**src/design/tcpop_pkg.sv**
```systemverilog
`timescale 1ns / 1ps
package tcpop_pkg;

   // parse phases
   localparam logic [2:0] PH_KIND = 3'd0;
   localparam logic [2:0] PH_LEN  = 3'd1;
   localparam logic [2:0] PH_BODY = 3'd2;
   localparam logic [2:0] PH_DONE = 3'd3;
   localparam logic [2:0] PH_ERR  = 3'd4;

   // option kinds
   localparam logic [7:0] OPT_EOL   = 8'd0;
   localparam logic [7:0] OPT_NOP   = 8'd1;
   localparam logic [7:0] OPT_MSS   = 8'd2;
   localparam logic [7:0] OPT_WS    = 8'd3;
   localparam logic [7:0] OPT_SACKP = 8'd4;

   // option lengths
   localparam logic [7:0] LEN_MSS     = 8'd4;
   localparam logic [7:0] LEN_WS      = 8'd3;
   localparam logic [7:0] LEN_SACKP   = 8'd2;
   localparam logic [7:0] MIN_OPT_LEN = 8'd2;

   localparam logic [3:0]  SHIFT_ABSENT  = 4'hf;
   localparam logic [3:0]  SHIFT_MAX     = 4'd14;
   localparam logic [15:0] MIN_MSS_RESET = 16'd536;

   // input beat kinds
   localparam logic KIND_BYTE = 1'b0;
   localparam logic KIND_END  = 1'b1;

   typedef struct packed {
      logic       kind;
      logic [7:0] opt_byte;
   } beat_type;

   typedef struct packed {
      logic [15:0] mss;
      logic [3:0]  window_shift;
      logic        sack_permitted;
      logic        malformed;
   } summary_type;

endpackage

```
**src/design/tcpop_if.sv**
```systemverilog
`timescale 1ns / 1ps
interface tcpop_req_if;
   logic       valid;
   logic       ready;
   logic       kind;
   logic [7:0] opt_byte;
   modport source (output valid, output kind, output opt_byte, input ready);
   modport sink (input valid, input kind, input opt_byte, output ready);
endinterface

interface tcpop_rsp_if;
   logic        valid;
   logic        ready;
   logic [15:0] mss;
   logic [3:0]  window_shift;
   logic        sack_permitted;
   logic        malformed;
   modport source (output valid, output mss, output window_shift,
                   output sack_permitted, output malformed, input ready);
   modport sink (input valid, input mss, input window_shift,
                 input sack_permitted, input malformed, output ready);
endinterface

interface tcpop_csr_if;
   logic        valid;
   logic        ready;
   logic [15:0] min_mss;
   modport source (output valid, output min_mss, input ready);
   modport sink (input valid, input min_mss, output ready);
endinterface

```
**src/design/tcpop_in_reg.sv**
```systemverilog
`timescale 1ns / 1ps
module tcpop_in_reg (
   input  logic                clock,
   input  logic                reset,
   input  logic                load,
   input  logic                consume,
   input  tcpop_pkg::beat_type beat_in,
   output logic                beat_valid,
   output tcpop_pkg::beat_type beat_out
);

   logic                valid_ff, valid_in;
   tcpop_pkg::beat_type beat_ff;

   always_comb begin
      if (load) begin
         valid_in = 1'b1;
      end else if (consume) begin
         valid_in = 1'b0;
      end else begin
         valid_in = valid_ff;
      end
   end

   always_ff @(posedge clock) begin
      if (reset) begin
         valid_ff <= 1'b0;
      end else begin
         valid_ff <= valid_in;
      end
   end

   always_ff @(posedge clock) begin
      if (load) begin
         beat_ff <= beat_in;
      end
   end

   assign beat_valid = valid_ff;
   assign beat_out   = beat_ff;

endmodule

```
**src/design/tcpop_parse.sv**
```systemverilog
`timescale 1ns / 1ps
module tcpop_parse (
   input  logic                   clock,
   input  logic                   reset,
   input  logic                   take,
   input  tcpop_pkg::beat_type    beat,
   input  logic [15:0]            min_mss,
   output tcpop_pkg::summary_type result
);

   logic [2:0]  phase_ff, phase_in;
   logic [7:0]  code_ff, code_in;
   logic [7:0]  size_ff, size_in;
   logic [7:0]  left_ff, left_in;
   logic [15:0] mss_ff, mss_in;
   logic [3:0]  shift_ff, shift_in;
   logic        sack_ff, sack_in;
   logic [7:0]  held_ff, held_in;
   logic [7:0]  b;
   logic [15:0] mss_full;
   logic [7:0]  left_dec;

   assign b        = beat.opt_byte;
   assign mss_full = {held_ff, b};
   assign left_dec = left_ff - 8'd1;

   always_comb begin
      phase_in = phase_ff;
      code_in  = code_ff;
      size_in  = size_ff;
      left_in  = left_ff;
      mss_in   = mss_ff;
      shift_in = shift_ff;
      sack_in  = sack_ff;
      held_in  = held_ff;
      if (take) begin
         if (beat.kind == tcpop_pkg::KIND_END) begin
            phase_in = tcpop_pkg::PH_KIND;
            code_in  = 8'd0;
            size_in  = 8'd0;
            left_in  = 8'd0;
            mss_in   = 16'd0;
            shift_in = tcpop_pkg::SHIFT_ABSENT;
            sack_in  = 1'b0;
            held_in  = 8'd0;
         end else begin
            unique case (phase_ff)
               tcpop_pkg::PH_KIND: begin
                  if (b == tcpop_pkg::OPT_EOL) begin
                     phase_in = tcpop_pkg::PH_DONE;
                  end else if (b != tcpop_pkg::OPT_NOP) begin
                     code_in  = b;
                     phase_in = tcpop_pkg::PH_LEN;
                  end
               end
               tcpop_pkg::PH_LEN: begin
                  size_in = b;
                  if (b < tcpop_pkg::MIN_OPT_LEN) begin
                     phase_in = tcpop_pkg::PH_ERR;
                  end else if (b == tcpop_pkg::MIN_OPT_LEN) begin
                     if (code_ff == tcpop_pkg::OPT_SACKP) begin
                        sack_in = 1'b1;
                     end
                     phase_in = tcpop_pkg::PH_KIND;
                  end else begin
                     left_in  = b - tcpop_pkg::MIN_OPT_LEN;
                     phase_in = tcpop_pkg::PH_BODY;
                  end
               end
               tcpop_pkg::PH_BODY: begin
                  left_in = left_dec;
                  if (left_dec == 8'd0) begin
                     phase_in = tcpop_pkg::PH_KIND;
                  end
                  if (code_ff == tcpop_pkg::OPT_MSS && size_ff == tcpop_pkg::LEN_MSS) begin
                     if (left_ff == 8'd2) begin
                        held_in = b;
                     end else begin
                        mss_in = mss_full;
                        // small mss aborts the area but keeps the value
                        if (mss_full < min_mss) begin
                           phase_in = tcpop_pkg::PH_ERR;
                           left_in  = 8'd0;
                        end
                     end
                  end else if (code_ff == tcpop_pkg::OPT_WS &&
                               size_ff == tcpop_pkg::LEN_WS) begin
                     shift_in = (b > {4'd0, tcpop_pkg::SHIFT_MAX}) ?
                                tcpop_pkg::SHIFT_MAX : b[3:0];
                  end
               end
               default: begin
               end
            endcase
         end
      end
   end

   always_ff @(posedge clock) begin
      if (reset) begin
         phase_ff <= tcpop_pkg::PH_KIND;
         code_ff  <= 8'd0;
         size_ff  <= 8'd0;
         left_ff  <= 8'd0;
         mss_ff   <= 16'd0;
         shift_ff <= tcpop_pkg::SHIFT_ABSENT;
         sack_ff  <= 1'b0;
         held_ff  <= 8'd0;
      end else begin
         phase_ff <= phase_in;
         code_ff  <= code_in;
         size_ff  <= size_in;
         left_ff  <= left_in;
         mss_ff   <= mss_in;
         shift_ff <= shift_in;
         sack_ff  <= sack_in;
         held_ff  <= held_in;
      end
   end

   assign result.mss            = mss_ff;
   assign result.window_shift   = shift_ff;
   assign result.sack_permitted = sack_ff;
   assign result.malformed      = (phase_ff == tcpop_pkg::PH_ERR) ||
                                  (phase_ff == tcpop_pkg::PH_LEN) ||
                                  (phase_ff == tcpop_pkg::PH_BODY);

`ifndef SYNTH
   a_clear_after_end: assert property (@(posedge clock) disable iff (reset)
      (take && beat.kind == tcpop_pkg::KIND_END) |=>
      (phase_ff == tcpop_pkg::PH_KIND && mss_ff == 16'd0 && !sack_ff &&
       shift_ff == tcpop_pkg::SHIFT_ABSENT))
      else $error("parser state not cleared after end beat");
   a_err_sticky: assert property (@(posedge clock) disable iff (reset)
      (take && beat.kind == tcpop_pkg::KIND_BYTE && phase_ff == tcpop_pkg::PH_ERR) |=>
      (phase_ff == tcpop_pkg::PH_ERR))
      else $error("error phase left before end beat");
   a_body_count: assert property (@(posedge clock) disable iff (reset)
      (phase_ff == tcpop_pkg::PH_BODY) |-> (left_ff != 8'd0))
      else $error("option body with no bytes left");
   a_idle_hold: assert property (@(posedge clock) disable iff (reset)
      !take |=> $stable(phase_ff) && $stable(mss_ff))
      else $error("parser state moved without a beat");
`endif

endmodule

```
**src/design/tcpop_out_reg.sv**
```systemverilog
`timescale 1ns / 1ps
module tcpop_out_reg (
   input  logic                   clock,
   input  logic                   reset,
   input  logic                   load,
   input  tcpop_pkg::summary_type result_in,
   input  logic                   out_ready,
   output logic                   out_valid,
   output logic                   out_free,
   output tcpop_pkg::summary_type result_out
);

   logic                   valid_ff, valid_in;
   tcpop_pkg::summary_type result_ff;

   assign out_free = !valid_ff || out_ready;

   always_comb begin
      if (load) begin
         valid_in = 1'b1;
      end else if (out_ready) begin
         valid_in = 1'b0;
      end else begin
         valid_in = valid_ff;
      end
   end

   always_ff @(posedge clock) begin
      if (reset) begin
         valid_ff <= 1'b0;
      end else begin
         valid_ff <= valid_in;
      end
   end

   always_ff @(posedge clock) begin
      if (load) begin
         result_ff <= result_in;
      end
   end

   assign out_valid  = valid_ff;
   assign result_out = result_ff;

endmodule

```
**src/design/tcp_option_parser.sv**
```systemverilog
`timescale 1ns / 1ps
// TCP header option parser.
// req_ch: one beat per option byte (kind 0) and a closing beat (kind 1) that
//    ends the options area. Option bytes give no result; each closing beat
//    gives one summary beat on rsp_ch: mss, window_shift, sack_permitted and
//    malformed.
// csr_ch: writes min_mss, always ready; write only while the block is idle.
// Path: a beat lands in the input register and is parsed when taken from it;
//    for a closing beat, the parser's registered summary is then loaded into
//    the output register, which drives rsp_ch.
// Throughput: one beat per cycle unless a closing beat waits on rsp_ch, set by
//    the single byte-wise parse step between the input and output registers.
// Stall: while rsp_ch is held off, a closing beat waits in the input
//    register and req_ch drops ready once that register is full; option
//    bytes behind it are not taken until it leaves.
// Reset: min_mss returns to 536, the parser to its empty-area state and both
//    registers empty.
module tcp_option_parser (
   input  logic          clock,
   input  logic          reset,
   tcpop_req_if.sink     req_ch,
   tcpop_rsp_if.source   rsp_ch,
   tcpop_csr_if.sink     csr_ch
);

   logic [15:0]            min_mss_ff;
   logic                   req_load;
   logic                   consume;
   logic                   emit;
   logic                   beat_valid;
   logic                   out_free;
   logic                   out_valid;
   tcpop_pkg::beat_type    beat_in;
   tcpop_pkg::beat_type    beat;
   tcpop_pkg::summary_type result;
   tcpop_pkg::summary_type result_out;

   assign csr_ch.ready = 1'b1;

   always_ff @(posedge clock) begin
      if (reset) begin
         min_mss_ff <= tcpop_pkg::MIN_MSS_RESET;
      end else if (csr_ch.valid) begin
         min_mss_ff <= csr_ch.min_mss;
      end
   end

   // option bytes always drain; a closing beat waits for a free output
   assign consume      = beat_valid && (beat.kind == tcpop_pkg::KIND_BYTE || out_free);
   assign emit         = consume && beat.kind == tcpop_pkg::KIND_END;
   assign req_ch.ready = !beat_valid || consume;
   assign req_load     = req_ch.valid && req_ch.ready;

   assign beat_in.kind     = req_ch.kind;
   assign beat_in.opt_byte = req_ch.opt_byte;

   tcpop_in_reg u_in_reg (
      .clock      (clock),
      .reset      (reset),
      .load       (req_load),
      .consume    (consume),
      .beat_in    (beat_in),
      .beat_valid (beat_valid),
      .beat_out   (beat)
   );

   tcpop_parse u_parse (
      .clock   (clock),
      .reset   (reset),
      .take    (consume),
      .beat    (beat),
      .min_mss (min_mss_ff),
      .result  (result)
   );

   tcpop_out_reg u_out_reg (
      .clock      (clock),
      .reset      (reset),
      .load       (emit),
      .result_in  (result),
      .out_ready  (rsp_ch.ready),
      .out_valid  (out_valid),
      .out_free   (out_free),
      .result_out (result_out)
   );

   assign rsp_ch.valid          = out_valid;
   assign rsp_ch.mss            = result_out.mss;
   assign rsp_ch.window_shift   = result_out.window_shift;
   assign rsp_ch.sack_permitted = result_out.sack_permitted;
   assign rsp_ch.malformed      = result_out.malformed;

`ifndef SYNTH
   a_no_overwrite: assert property (@(posedge clock) disable iff (reset)
      (emit) |-> (!out_valid || rsp_ch.ready))
      else $error("summary loaded over an untaken one");
   a_end_waits: assert property (@(posedge clock) disable iff (reset)
      (beat_valid && beat.kind == tcpop_pkg::KIND_END && !out_free) |-> !req_ch.ready)
      else $error("input taken while closing beat is blocked");
   a_emit_shows: assert property (@(posedge clock) disable iff (reset)
      emit |=> out_valid)
      else $error("summary lost after closing beat");
`endif

endmodule
```
**src/flat_wrapper.sv**
```systemverilog
// flat-port wrapper written by rule: the top's interface ports become plain ports
module tcp_option_parser_flat 
  (clock, reset, req_ch_valid, req_ch_kind, req_ch_opt_byte, req_ch_ready, rsp_ch_valid, rsp_ch_mss, rsp_ch_window_shift, rsp_ch_sack_permitted, rsp_ch_malformed, rsp_ch_ready, csr_ch_valid, csr_ch_min_mss, csr_ch_ready);
  tcpop_req_if req_ch_i ();
  tcpop_rsp_if rsp_ch_i ();
  tcpop_csr_if csr_ch_i ();
  input  logic clock;
  input  logic reset;
  input wire logic [$bits(req_ch_i.valid)-1:0] req_ch_valid;
  input wire logic [$bits(req_ch_i.kind)-1:0] req_ch_kind;
  input wire logic [$bits(req_ch_i.opt_byte)-1:0] req_ch_opt_byte;
  output wire logic [$bits(req_ch_i.ready)-1:0] req_ch_ready;
  output wire logic [$bits(rsp_ch_i.valid)-1:0] rsp_ch_valid;
  output wire logic [$bits(rsp_ch_i.mss)-1:0] rsp_ch_mss;
  output wire logic [$bits(rsp_ch_i.window_shift)-1:0] rsp_ch_window_shift;
  output wire logic [$bits(rsp_ch_i.sack_permitted)-1:0] rsp_ch_sack_permitted;
  output wire logic [$bits(rsp_ch_i.malformed)-1:0] rsp_ch_malformed;
  input wire logic [$bits(rsp_ch_i.ready)-1:0] rsp_ch_ready;
  input wire logic [$bits(csr_ch_i.valid)-1:0] csr_ch_valid;
  input wire logic [$bits(csr_ch_i.min_mss)-1:0] csr_ch_min_mss;
  output wire logic [$bits(csr_ch_i.ready)-1:0] csr_ch_ready;
  assign req_ch_i.valid = req_ch_valid;
  assign req_ch_i.kind = req_ch_kind;
  assign req_ch_i.opt_byte = req_ch_opt_byte;
  assign req_ch_ready = req_ch_i.ready;
  assign rsp_ch_valid = rsp_ch_i.valid;
  assign rsp_ch_mss = rsp_ch_i.mss;
  assign rsp_ch_window_shift = rsp_ch_i.window_shift;
  assign rsp_ch_sack_permitted = rsp_ch_i.sack_permitted;
  assign rsp_ch_malformed = rsp_ch_i.malformed;
  assign rsp_ch_i.ready = rsp_ch_ready;
  assign csr_ch_i.valid = csr_ch_valid;
  assign csr_ch_i.min_mss = csr_ch_min_mss;
  assign csr_ch_ready = csr_ch_i.ready;
  tcp_option_parser u_core (.clock(clock), .reset(reset), .req_ch(req_ch_i), .rsp_ch(rsp_ch_i), .csr_ch(csr_ch_i));
endmodule
```
**config.mk**
```make
export PLATFORM = sky130hd
export DESIGN_NAME = tcp_option_parser_flat
export DESIGN_NICKNAME = d
export VERILOG_FILES = /design/src/design/tcpop_pkg.sv /design/src/design/tcpop_if.sv /design/src/design/tcpop_in_reg.sv /design/src/design/tcpop_parse.sv /design/src/design/tcpop_out_reg.sv /design/src/design/tcp_option_parser.sv /design/src/flat_wrapper.sv
export SDC_FILE = /design/constraint.sdc
export NUM_CORES = 1
export LEC_CHECK = 0
export BUFFER_PORTS_ARGS = -buffer_cell sky130_fd_sc_hd__buf_2
export CAP_MARGIN = 20
export CORE_AREA = 2 2 117 119
export DETAILED_ROUTE_END_ITERATION = 6
export DIE_AREA = 0 0 119 121
export PLACE_DENSITY = 0.61
export SLEW_MARGIN = 15
export SYNTH_ARGS = -nofsm -noshare
export SYNTH_HDL_FRONTEND = slang
export SYNTH_SLANG_ARGS = --single-unit
```
**constraint.sdc**
```tcl
create_clock -name clock -period 4.6 [get_ports clock]
set_input_delay 0.23 -clock clock [delete_from_list [all_inputs] [get_ports clock]]
set_output_delay 0.23 -clock clock [all_outputs]
set_load 0.03 [all_outputs]
```
======== Yosys cells after proc, flatten, opt, wreduce, memory -nomap -nowiden ========
Cells that the tools add are included.
storage, ports and cells
  memories kept ........................... 0
  bits in writable memories ............... 0
  memory bits (read-only) ................. 0
  latch bits .............................. 0
  logic and storage cells ................. 122
  register bits ........................... 105
cells by class
  add/sub/neg operators ................... 2
  bitwise logic cells ..................... 1
  div/mod/pow operators ................... 0
  reductions and logical operators ........ 36
  magnitude comparators ................... 3
  shift-type cells ........................ 0
  multiplexer cells ....................... 45
  multiply operators ...................... 0
  equal/unequal tests ..................... 18
operators by type and width
  operator                                                        number
  2-to-1 mux 8 bit                                                16
  2-to-1 mux 16 bit                                               4
  equality test 8 x 2 -> 1 bit (second input constant)            5
  2-to-1 mux 3 bit                                                8
  nonzero test 2 bit                                              11
  2-to-1 mux 4 bit                                                5
  AND reduction 4 bit                                             5
  equality test 8 x 3 -> 1 bit (second input constant)            2
  zero test 8 bit                                                 2
  < comparator 16 bit                                             1
  case mux 8 bit (2 select lines)                                 1
  2-to-1 mux 1 bit                                                9
  case mux 3 bit (3 select lines)                                 1
  greater-than comparator 8 x 4 -> 1 bit (second input constant)  1
  < comparator 8 x 2 -> 1 bit (second input constant)             1
  inequality test 2 x 1 -> 1 bit (second input constant)          4
  inequality test 8 x 1 -> 1 bit (second input constant)          1
  subtractor 8 x 1 -> 8 bit (second input constant)               1
  subtractor 8 x 2 -> 8 bit (second input constant)               1
  inequality test 3 x 2 -> 1 bit (second input constant)          2
  logical AND 1 bit                                               5
  logical OR 1 bit                                                5
  AND reduction 5 bit                                             1
  inequality test 4 x 3 -> 1 bit (second input constant)          1
  other kinds (11)                                                12

======== Depth between registers and ports, before layout ========
  depth in word-level cells ............... 8
  depth in mapped cells ................... 10
  mapped depth without buffers ............ 8

======== Modules after synthesis ========
A second synthesis with hierarchy kept.
second synthesis, totals
  cells, all modules ...................... 440
  area, all modules ....................... 4,814.6 sq um
by module, submodules not included
  module             cells each  sequential area each (sq um)  area an instance (sq um)  times used
  tcpop_parse        342         1,121.1                       3,170.5                   1
  tcpop_out_reg      26          680.7                         706.9                     1
  tcp_option_parser  59          320.3                         628.1                     1
  tcpop_in_reg       13          290.3                         309.0                     1

======== Worst setup path before layout ========
Ideal clock, no wire load.
  path kind ............................... flip-flop to flip-flop
  from .................................... register u_core.u_in_reg.beat_ff (netlist bit u_core.u_in_reg.beat_out[8])
  to ...................................... register u_core.u_parse.mss_ff[7]
  slack ................................... 2,199 ps
  arrival time ............................ 2,284 ps
  cell stages (with the launch flop) ...... 11
  required time ........................... 4,483 ps
  clock period less this slack ............ 2,401 ps
  library setup time ...................... 117 ps
  cell sequence ........................... edfxtp_1 nand3b_1 and2_1 clkbuf_2 nand2_1 inv_1 nor2_1 and2_1 buf_6 buf_6 a22o_1
between the ends
  longest elaborated chain between the ends .. 4
RTL lines
  item                           RTL line                 text
  start: declaration             tcpop_in_reg.sv:13       tcpop_pkg::beat_type beat_ff;
  start signal: assignment       tcpop_in_reg.sv:35       beat_ff <= beat_in;
  inverter 1 bit                 tcp_option_parser.sv:49  assign consume = beat_valid && (beat.kind == tcpop_pkg::KIND_BYTE || out_free);
  logical OR 1 bit               tcp_option_parser.sv:49
  logical AND 1 bit              tcp_option_parser.sv:49
  AND reduction 4 bit (no line)  -
  end signal: assignment         tcpop_parse.sv:114       mss_ff <= mss_in;
  end: declaration               tcpop_parse.sv:15        logic [15:0] mss_ff, mss_in;
Parallel ways exist; a longest one is shown, timed or not.
A chain may end at the register's enable or synchronous reset.

======== Final worst setup path ========
  from .................................... register u_core.u_in_reg.beat_ff (netlist bit u_core.u_in_reg.beat_out[8])
  to ...................................... register u_core.u_parse.mss_ff[4]
The elaborated chain is that of the path after synthesis.

==> results by group <==
STA
  • Fin. max-slew vios: 0
  • Final setup violation count: 0
  • Fin crit period: 3090 ps
  • Worst Skew: 4.05 ps
  • Slew margin rel.: about 34%
  • Worst-Margin Slew: 985 ps
  • FMAX: 323 MHz
  • Period utilization: 67.2%
  • Setup TNS Final: 0 ps
  • Final Hold Viols: 0
  • Final Hold Slack: 55.3 ps
  • Unrepaired setup endpoints after global routing: no
  • Final WS setup: roughly 1500 ps

CTS
  • Post_cts resized: 0
  • CTS tree: built
  • Max H-tree Level: 3
  • Num CTS Buffers: 9
  • Root buffer cell: clkbuf_16
  • CTS Sinks: 105
  • Hold buffer count at CTS: 0
  • Worst skew pair latency: between 300 and 400 ps
  • Postcts setup bufs: 0
  • Max clock buf depth: 2
  • Clock transition at the registers of the reported paths: 70 ps

Route
  • Met2 routed WL: 5.02 mm
  • Vias: 3496
  • Detailed Route WL: 10.7 mm
  • DRC: 0
  • Initial DRT Pass Iterations: 5
  • M1 WL: 5.04 mm
  • Antenna-violating nets left: 0
  • Vias per cell: 5.22
  • DRT iter0 DRCs: 231
  • Avg WL per Cell: approximately 16 um
  • Met3 WL: 475 um
  • Top sig layer: met4

Final layout
  • Diode count: 0
  • # nets final: 539
  • Commonest non-fill, non-tap cell in the layout: dfxtp_1
  • Layout cells sized above 1: 16.0%
  • Most frequent cells in the layout: 74 x dfxtp_1, 53 x buf_2, 48 x nor2_1, 31 x edfxtp_1, 28 x a22o_1
  • Post-route insts no fill: 670
  • Design area: 0.00530 sq mm
  • Fill cell count: 1278
  • Final Util: 40.5%
  • Synthesis-to-layout area growth: 14.0%

Die
  • Initial Util: 35.5%
  • Die Width: around 120 um
  • Die height: 121 um
  • Core ar.: 0.0131 sq mm
  • Die area: 0.0144 sq mm
  • # IOs: 55
  • Number of core rows: 42

Worst setup path
  • Worst R2R Start: u_core.u_in_reg.beat_out[8]
  • Critical path capture point type: register
  • Largest fanout on the critical path: 28
  • Worst EP required: 4840 ps
  • Kind of start point of the critical path: register
  • Setup Crit Path Kind: reg2reg
  • Worst Path Arrival: 3330 ps
  • Critical path origin: u_core.u_in_reg.beat_out[8]

Placed design
  • Placed cell count: 654
  • DP Wirelength: 7.69 mm
  • Post-DP Area: 0.00501 sq mm
  • Port buffer count: 53
  • Worst Setup Slack post-DPL: ~1500 ps
  • RePlAce Congestion: 0.911

Global route
  • Number of antenna violations at the first check in global routing: 0
  • Total track usage: 15.6%
  • First-pass GRT wire length: ~18 mm
  • Largest net degree at the start of global routing: 49
  • Vias in the first global route: 3418
  • GR Overflow Total: 0

Synthesis
  • Top cells by area, synth: dfxtp_1 32%, edfxtp_1 20%, ha_1 5.4%
  • Yosys reg bits: 105
  • Seq/Total Area, Yosys: 51.9%
  • Avg Cell Area, Syn: 10.4 sq um
  • Yosys warns: 0
  • Yosys cell types: 59
  • Syn Inst Count: 448
  • Synthesized cell area: 0.00465 sq mm
  • Post-synthesis net count: 498
  • Post-synth ARST share: 0%
  • Synth top area share: roughly a third
  • Cell accounting for the most synthesized area: dfxtp_1
  • Number of enable flip-flop cells after synthesis: 31
  • Top_reg_cell synth: dfxtp_1

Power and ir drop
  • Pwr/cell area: 355 mW/mm^2
  • Total power: 1.88 mW
  • Worst vdd ir: 0.151 mV
  • Lkg Pwr: 2.10 nW

Outcome
  • Status: finished, final reports clean

Job
  • Max_cap viols: 0

Hold path
  • Hold Path Class: in2reg
  • Min-delay src: req_ch_opt_byte[3]
## Yosys cell counts, types with 2 or more instances
cell type   n
nand2b_1    9
a22oi_1    15
nand3b_1    7
a22o_1     28
inv_1      26
o21ai_0    12
clkbuf_1   12
nor4_1      6
a21oi_1    15
ha_1       20
nand4_1     3
buf_4       2
buf_6       4
nor2_1     48
or2_2       2
buf_1       3
and3_1      4
a31oi_1     4
mux2i_1    15
nor4b_1     3
nand3_1     7
a21o_1      2
nor3b_1     2
and2_1      4
nor2b_1     9
nor3_1      8
xnor2_1     4
a32o_1      6
edfxtp_1   31
o22ai_1     3
or3_1       6
buf_2       2
xor2_1      3
o211ai_1    3
dfxtp_1    74
nand2_1    23
## logic make-up (layout without fill, tap and decap cells)
group                      count (synthesis)  in the layout  share of synthesized area, %
muxes                                     15             15                          3.23
xor gates and xnor gates                   7              7                          1.32
AOI/OAI and AO/OA                        101            101                          16.3
other                                      1              1                        0.0806
buffers and inverters                     50             96                          4.92
and+or+nand+nor                          149            149                          16.9
adders and majority gates                 20             20                          5.38
DFF                                      105            105                          51.9
## flip-flops by register name, indices dropped and copies added (netlist names), 3 cells and up
signal                       count
u_core.u_parse.code_ff           8
u_core.u_out_reg.result_out     22
u_core.u_parse.mss_ff           16
u_core.u_parse.left_ff           8
u_core.u_parse.shift_ff          4
u_core.u_parse.size_ff           8
u_core.min_mss_ff               16
u_core.u_parse.phase_ff          3
u_core.u_in_reg.beat_out         9
u_core.u_parse.held_ff           8
## final timing paths
kind                                                        to  slack, ps  depth (start not counted)
worst min-delay path               u_core.u_in_reg.beat_out[3]         60                          1
worst max-delay path                  u_core.u_parse.mss_ff[4]       1510                          7
worst min register to register  u_core.u_out_reg.result_out[2]        440                          0
worst max register to register        u_core.u_parse.mss_ff[4]       1510                          7
## routing by layer
layer	global-route usage (%)	vias to the layer above
met5	0	-
met4	6.99	0
met3	2.44	13
met2	25.9	94
met1	20.2	1671
li1	-	1718
## final cells by class
class | count | area [sq um] | share of cell area, %
clock buffers | 12 | 258 | 4.86
clock inverters | 4 | 33.8 | 0.637
inverters | 26 | 97.6 | 1.84
multi-input cells | 293 | 2010 | 37.9
flip-flops and latches | 105 | 2410 | 45.5
well taps | 176 | 220 | 4.15
repair buffers | 54 | 273 | 5.14
## power by group
part           switching, mW  internal [mW]  total (mW)
registers             0.0267          0.973       0.999
clock network          0.341          0.405       0.747
logic                 0.0831         0.0521       0.135
total                  0.451           1.43        1.88
## worst max-delay path, stage by stage (launching register included)
cell and delay [ps]:
edfxtp_1 640, nand3b_1 230, and2_1 260, nand2_1 250, inv_1 810, nor2_1 130, and2_1 370, a22o_1 300
No activity file was read; power rests on OpenSTA's default activity.
